$ cat config.mk
export PLATFORM = sky130hd
export DESIGN_NAME = mbe_front_flat
export DESIGN_NICKNAME = d
export VERILOG_FILES = /design/src/rtl/mbe_pkg.sv /design/src/rtl/mbe_if.sv /design/src/rtl/mbe_front.sv /design/src/flat_wrapper.sv
export SDC_FILE = /design/constraint.sdc
export NUM_CORES = 1
export LEC_CHECK = 0
export BUFFER_PORTS_ARGS = -buffer_cell sky130_fd_sc_hd__buf_4
export CORE_MARGIN = 2
export CORE_UTILIZATION = 30
export DETAILED_ROUTE_END_ITERATION = 8
export GPL_TIMING_DRIVEN = 0
export PLACE_DENSITY_LB_ADDON = 0.25
export SETUP_SLACK_MARGIN = 0.4
export SLEW_MARGIN = 15
export SYNTH_ARGS = -nofsm -noshare
export SYNTH_HDL_FRONTEND = slang
export SYNTH_SLANG_ARGS = --single-unit
$ cat constraint.sdc
create_clock -name clk_i -period 4.1 [get_ports clk_i]
set_input_delay 0.615 -clock clk_i [delete_from_list [all_inputs] [get_ports clk_i]]
set_output_delay 0.615 -clock clk_i [all_outputs]
set_load 0.02 [all_outputs]
$ cat src/rtl/mbe_pkg.sv
`timescale 1ns / 1ps

package mbe_pkg;

  // Fixed-point format of c and z
  localparam int unsigned DataW    = 32;
  localparam int unsigned ProdW    = 2 * DataW;
  localparam int unsigned FracBits = 28;

  // Result and register widths
  localparam int unsigned MaxIterW     = 16;
  localparam int unsigned IterOutW     = 16;
  localparam int unsigned CountW       = 32;
  localparam logic [MaxIterW-1:0] MaxIterReset = 16'd1000;

  // Default width of the update counter
  localparam int unsigned IterBitsDef = 16;

  // Depth of the request queue between front and back
  localparam int unsigned QueueDepth = 2;

  // Escape threshold: 4.0 with 2*FracBits fraction bits
  localparam int unsigned ThrShift  = 2 * FracBits + 2;
  localparam bit          EscEnable = (ThrShift < ProdW);
  localparam logic [ProdW-1:0] EscThr =
    EscEnable ? (ProdW'(1) << (ThrShift % ProdW)) : '0;

  typedef struct packed {
    logic signed [DataW-1:0] c_real;
    logic signed [DataW-1:0] c_imag;
  } point_t;

  typedef enum logic [1:0] {
    ST_IDLE,
    ST_MUL,
    ST_UPD,
    ST_DONE
  } core_state_e;

  // Clamp a wide signed value to the signed DataW range
  function automatic logic signed [DataW-1:0] sat_data(input logic signed [ProdW-1:0] v);
    logic signed [ProdW-1:0] hi;
    logic signed [ProdW-1:0] lo;
    hi = ProdW'({1'b0, {(DataW-1){1'b1}}});
    lo = -hi - ProdW'(1);
    if (v > hi) begin
      sat_data = hi[DataW-1:0];
    end else if (v < lo) begin
      sat_data = lo[DataW-1:0];
    end else begin
      sat_data = v[DataW-1:0];
    end
  endfunction

endpackage

$ cat src/rtl/mbe_if.sv
`timescale 1ns / 1ps

// Point request channel
interface mbe_point_if;
  import mbe_pkg::*;
  logic                    valid;
  logic                    ready;
  logic signed [DataW-1:0] c_real;
  logic signed [DataW-1:0] c_imag;

  modport source (output valid, output c_real, output c_imag, input ready);
  modport sink   (input valid, input c_real, input c_imag, output ready);
endinterface


$ cat src/rtl/mbe_front.sv
`timescale 1ns / 1ps

module mbe_front import mbe_pkg::*; (
  input  logic clk_i,
  input  logic rst_ni,
  mbe_point_if.sink   in_i,
  mbe_point_if.source out_o
);

  localparam int unsigned PtrW = (QueueDepth > 1) ? $clog2(QueueDepth) : 1;
  localparam int unsigned CntW = $clog2(QueueDepth + 1);

  point_t             mem_q [QueueDepth];
  logic [PtrW-1:0]    wr_ptr_q, wr_ptr_d;
  logic [PtrW-1:0]    rd_ptr_q, rd_ptr_d;
  logic [CntW-1:0]    count_q, count_d;
  logic               push, pop;

  assign in_i.ready  = (count_q != CntW'(QueueDepth));
  assign out_o.valid = (count_q != '0);
  assign push        = in_i.valid & in_i.ready;
  assign pop         = out_o.valid & out_o.ready;

  assign out_o.c_real = mem_q[rd_ptr_q].c_real;
  assign out_o.c_imag = mem_q[rd_ptr_q].c_imag;

  // pointer and fill bookkeeping
  always_comb begin
    wr_ptr_d = wr_ptr_q;
    rd_ptr_d = rd_ptr_q;
    count_d  = count_q;
    if (push) begin
      wr_ptr_d = (wr_ptr_q == PtrW'(QueueDepth - 1)) ? '0 : wr_ptr_q + PtrW'(1);
    end
    if (pop) begin
      rd_ptr_d = (rd_ptr_q == PtrW'(QueueDepth - 1)) ? '0 : rd_ptr_q + PtrW'(1);
    end
    if (push && !pop) begin
      count_d = count_q + CntW'(1);
    end else if (pop && !push) begin
      count_d = count_q - CntW'(1);
    end
  end

  always_ff @(posedge clk_i or negedge rst_ni) begin
    if (!rst_ni) begin
      wr_ptr_q <= '0;
      rd_ptr_q <= '0;
      count_q  <= '0;
    end else begin
      wr_ptr_q <= wr_ptr_d;
      rd_ptr_q <= rd_ptr_d;
      count_q  <= count_d;
    end
  end

  // queue storage
  always_ff @(posedge clk_i) begin
    if (push) begin
      mem_q[wr_ptr_q] <= '{c_real: in_i.c_real, c_imag: in_i.c_imag};
    end
  end

endmodule

$ cat src/flat_wrapper.sv
// flat-port wrapper written by rule: the top's interface ports become plain ports
module mbe_front_flat import mbe_pkg::*;
  (clk_i, rst_ni, in_i_valid, in_i_c_real, in_i_c_imag, in_i_ready, out_o_valid, out_o_c_real, out_o_c_imag, out_o_ready);
  mbe_point_if in_i_i ();
  mbe_point_if out_o_i ();
  input  logic clk_i;
  input  logic rst_ni;
  input wire logic [$bits(in_i_i.valid)-1:0] in_i_valid;
  input wire logic [$bits(in_i_i.c_real)-1:0] in_i_c_real;
  input wire logic [$bits(in_i_i.c_imag)-1:0] in_i_c_imag;
  output wire logic [$bits(in_i_i.ready)-1:0] in_i_ready;
  output wire logic [$bits(out_o_i.valid)-1:0] out_o_valid;
  output wire logic [$bits(out_o_i.c_real)-1:0] out_o_c_real;
  output wire logic [$bits(out_o_i.c_imag)-1:0] out_o_c_imag;
  input wire logic [$bits(out_o_i.ready)-1:0] out_o_ready;
  assign in_i_i.valid = in_i_valid;
  assign in_i_i.c_real = in_i_c_real;
  assign in_i_i.c_imag = in_i_c_imag;
  assign in_i_ready = in_i_i.ready;
  assign out_o_valid = out_o_i.valid;
  assign out_o_c_real = out_o_i.c_real;
  assign out_o_c_imag = out_o_i.c_imag;
  assign out_o_i.ready = out_o_ready;
  mbe_front u_core (.clk_i(clk_i), .rst_ni(rst_ni), .in_i(in_i_i), .out_o(out_o_i));
endmodule
# Yosys cells after proc, flatten, opt, wreduce, memory -nomap -nowiden
# Memory sizes are Yosys's and may differ from the RTL's.
# Cells that the tools add are included.
# word_totals
register_bits	4
ram_bits	128
in_bits	68
output_inout_bits	66
wordCells	23
mem_count	1
# mem_list
memory	words	width	rd	rd_clocked_by_memory_dff	wr	line	rtl
u_core.mem_q	2	64	1	0	1	mbe_front.sv:13	point_t mem_q [QueueDepth];
# op_classes
addsub	4
n_eq_ne	1
muxes	6
n_bitwise	2
n_reduce_logical	6
# ops
operator	count
1-bit two-way mux	4
2-bit two-way mux	2
2-bit nonzero test	2
1-bit adder, second input constant	2
2-bit by 1-bit adder with 2-bit output, second input constant	1
1-bit bitwise AND	2
1-bit logical AND	2
1-bit logical NOT	2
2-bit inequality test, second input constant	1
2-bit by 1-bit subtractor with 2-bit output, second input constant	1

# Depth between registers and ports, before layout
# depth
word_depth	6
ltp_mapped	7
depth_no_buf	7

# Worst setup path after synthesis
# OpenSTA, ideal clock, no wires.
# synth_path
path_type	reg2reg
startpoint	reg u_core.count_q[0]
endpoint	mem u_core.mem_q[0][0] (netlist name) (enable)
setup_time_ns	0.486
arrival_time_ns	3.475
required_ns	3.614
setup_slack_ns	0.139
path_stages_with_launch	4
period_less_slack_ns	3.961
path_cell_list	dfrtp_1 nand2b_1 nand2_1 nor2_1
# synth_via
elab_chain_len	4
# synth_lines
element	line	rtl
from (decl)	mbe_front.sv:16	logic [CntW-1:0] count_q, count_d;
from (signal assigned)	mbe_front.sv:53	count_q <= count_d;
2-bit inequality test	mbe_front.sv:19	assign in_i.ready = (count_q != CntW'(QueueDepth));
net in_i_ready	flat_wrapper.sv:11	output wire logic [$bits(in_i_i.ready)-1:0] in_i_ready;
1-bit bitwise AND	mbe_front.sv:21	assign push = in_i.valid & in_i.ready;
1-bit two-way mux	mbe_front.sv:59	if (push) begin
1-bit two-way mux (not written as such)	mbe_front.sv:60	mem_q[wr_ptr_q] <= '{c_real: in_i.c_real, c_imag: in_i.c_imag};
to (decl)	mbe_front.sv:13	
# The timed path passes the listed nets, and every way through them passes these cells.

# Worst setup path after layout
# layout_path
startpoint	reg u_core.rd_ptr_q
endpoint	out out_o_c_imag[13]
# layout_via
elab_chain_len	1
# layout_lines
element	line	rtl
from (decl)	mbe_front.sv:15	logic [PtrW-1:0] rd_ptr_q, rd_ptr_d;
from (signal assigned)	mbe_front.sv:52	rd_ptr_q <= rd_ptr_d;
memory 2 x 64 bit	-	
to (decl)	flat_wrapper.sv:14	output wire logic [$bits(out_o_i.c_imag)-1:0] out_o_c_imag;
# No other way between the ends.

==> summary.txt <==
Top Usage Layer GRT -> met2
Initial antenna violation count -> 0
Area Overhead vs Synth -> 39.2%
Overflow after GRT -> 0
Global-route wire length before repair -> 13.8 mm
Crit path kind -> register to output port
Tcrit/Tclk final -> 0.547
Final ANT Viol Nets -> 0
Hpwl dp -> 5.89 mm
Max-cap viol count -> 0
Post-CTS setup buffer count -> 0
Clock Path Buffers -> 2
Die Wd -> 133 µm
CP top delay family -> buffers and inverters
Row cnt -> 47
Critical path data required time -> 3.48 ns
Area of the multi-input gates -> 0.00101 mm²
Share of cells above drive strength 1 -> 0.617
First-pass iteration count of the detailed router -> 4
Final Critical Period -> 2.24 ns
Worst IR drop on VDD -> 354 µV
Least-Margin Pin Slew -> 0.674 ns
Placer congestion estimate -> 0.636
Final setup violating endpoints -> 0
CP dominant cell by count -> buf_6
Routed wire length -> 9.03 mm
Placed Area -> 0.00636 mm²
Slew margin rel. -> 0.550
I/O Pins -> 134
Pwr dens -> 778 mW/mm²
Peak Freq -> 446 MHz
Post-Place Cells -> 573
Vias/cell -> 4.12
Synth top area cells -> edfxtp_1 (77%), mux2_4 (15%), mux2_2 (3.1%)
Synth Area per Inst -> 23.1 µm²
Design area -> 0.00699 mm²
Met2 Use GR -> 0.172
Hold crit path type -> primary input to register
Critical path peak fanout -> 10
Final Hold Vio Count -> 0
Met3 GRT Util -> 0.0529
CTS clk-pin slew, worst paths -> 0.06 ns
Post-synth top area share -> 0.766
DRC -> 0
GR Layer Usage met1 -> 0.116
Vias in the first global route -> 2635
Clk Latency, worst-skew pair -> 0.41 ns
Synth Warn # -> 0
Antenna cells -> 0
Sum of negative setup slack -> 0 ns
Storage cell area -> 0.00394 mm²
Post-Syn Instances -> 217
Non-Filler Instances -> 606
Root Driver -> clkbuf_16
Port bufs -> 133
CTS resizes -> 0
R2R Setup Slk -> 2.24 ns
CP Launch Type -> register
Cell area after synthesis -> 0.00502 mm²
Initial drt markers -> 68
CTS tree -> done
Initial core utilization -> 0.305
Synthesized flop and latch total -> 132
Worst EP arrival -> 1.63 ns
Yosys top cell by area -> edfxtp_1
CTS Buf Count -> 17
WP buf/inv -> 3
Critical path's largest stage delay -> 0.35 ns
Syn nets -> 286
Outcome -> complete, no violations
Final Max Slew Viols -> 0
H-tree Lvls -> 4
Worst path cell trace -> buf_6 > buf_6 > mux2_4 > buf_4
# hold bufs at CTS -> 1
WL/cell -> 14.9 µm
Critical Path Slowest Stage Cell -> dfrtp_1
Final Skew -> 0.00680 ns
Overall power -> 0.00544 W
CP Capture Type -> output port
Vias after detailed routing -> 2498
Fin nets -> 442
Global Route Usage Sum -> 0.106
Largest net degree at the start of global routing -> 36
Seq/Total Area, Yosys -> 0.786
Yosys cell types -> 15
Leak -> 2.74 nW
Fill cell count -> 1494
Die Area -> 0.0178 mm²
Core ar. -> 0.0165 mm²
Clk sinks -> 132
Unrepaired setup endpoints after global routing -> no
Die H -> 133 µm
## cell families (layout without fill, tap and decap cells)
kind of cell,count (synthesis),after routing,share of synthesized area
xor+xnor,5,5,0.00873
fa+ha+maj,1,1,0.00249
buf+inv,8,177,0.0152
flops,132,132,0.786
mux,64,64,0.181
simple gates,7,7,0.00673
## layout by cell type (no fill, tap or decap), types with 2 or more instances in the layout
cell type,count
clkinv_1,3
buf_12,3
bufinv_16,4
clkinvlp_4,5
buf_4,133
clkinv_2,2
buf_6,6
mux2_4,50
dfrtp_1,4
nand2_1,2
xnor2_1,3
xor2_1,2
clkbuf_16,17
mux2_2,14
edfxtp_1,128
## routing by layer
layer	up-vias	wire length, µm
met5	-	0
li1	1177	-
met1	1215	3690
met4	0	112
met2	96	4520
met3	10	702
## flip-flops by register name, summed over array words and instances (netlist names)
| register | count |
|---|---|
| u_core.mem_q | 128 |
| u_core.wr_ptr_q | 1 |
| u_core.rd_ptr_q | 1 |
| u_core.count_q | 2 |
## synthesized netlist by cell type, drive strengths merged
library cell,count
and3,1
nand2,2
nand2b,1
edfxtp,128
xnor2,3
xor2,2
dfrtp,4
or2,1
buf,7
inv,1
mux2,64
ha,1
nor2,2
## report_power, final
| group | switching [W] | internal (W) |
|---|---|---|
| Combinational | 0.000992 | 0.000961 |
| Sequential | 0.0000775 | 0.00185 |
| Clock | 0.000550 | 0.00101 |
## final cells by class
cell class,instances,share of cell area
inverters,1,0.000537
flip-flops and latches,132,0.564
repair buffers,137,0.153
well taps,220,0.0394
multi-input cells,77,0.145
clock inverters,15,0.0269
plain buffers,7,0.0104
clock buffers,17,0.0609
## metrics by stage
| step | hold WS (ns) | util | setup WS, ns |
|---|---|---|---|
| final | 0.386 | 0.424 | 1.86 |
| after global routing | 0.358 | 0.424 | 1.74 |
| after CTS | 0.358 | 0.424 | 1.79 |
| after detailed placement | 0.417 | 0.387 | 2.08 |
| after global placement | 0.413 | 0.382 | 0.0607 |
| after floorplan | 0.319 | - | 1.21 |
## worst paths after layout
path	start	endpoint	cells past startpoint
worst max register to register	u_core.count_q[0]	u_core.mem_q[0][9]	4
worst max-delay path	u_core.rd_ptr_q	out_o_c_imag[13]	4
worst min-delay path	in_i_c_real[7]	u_core.mem_q[1][39]	1
max in group asynchronous	rst_ni	u_core.rd_ptr_q	2
min in group asynchronous	rst_ni	u_core.wr_ptr_q	2
worst min register to register	u_core.count_q[1]	u_core.count_q[1]	1
Power figures use the tool's default switching activity.
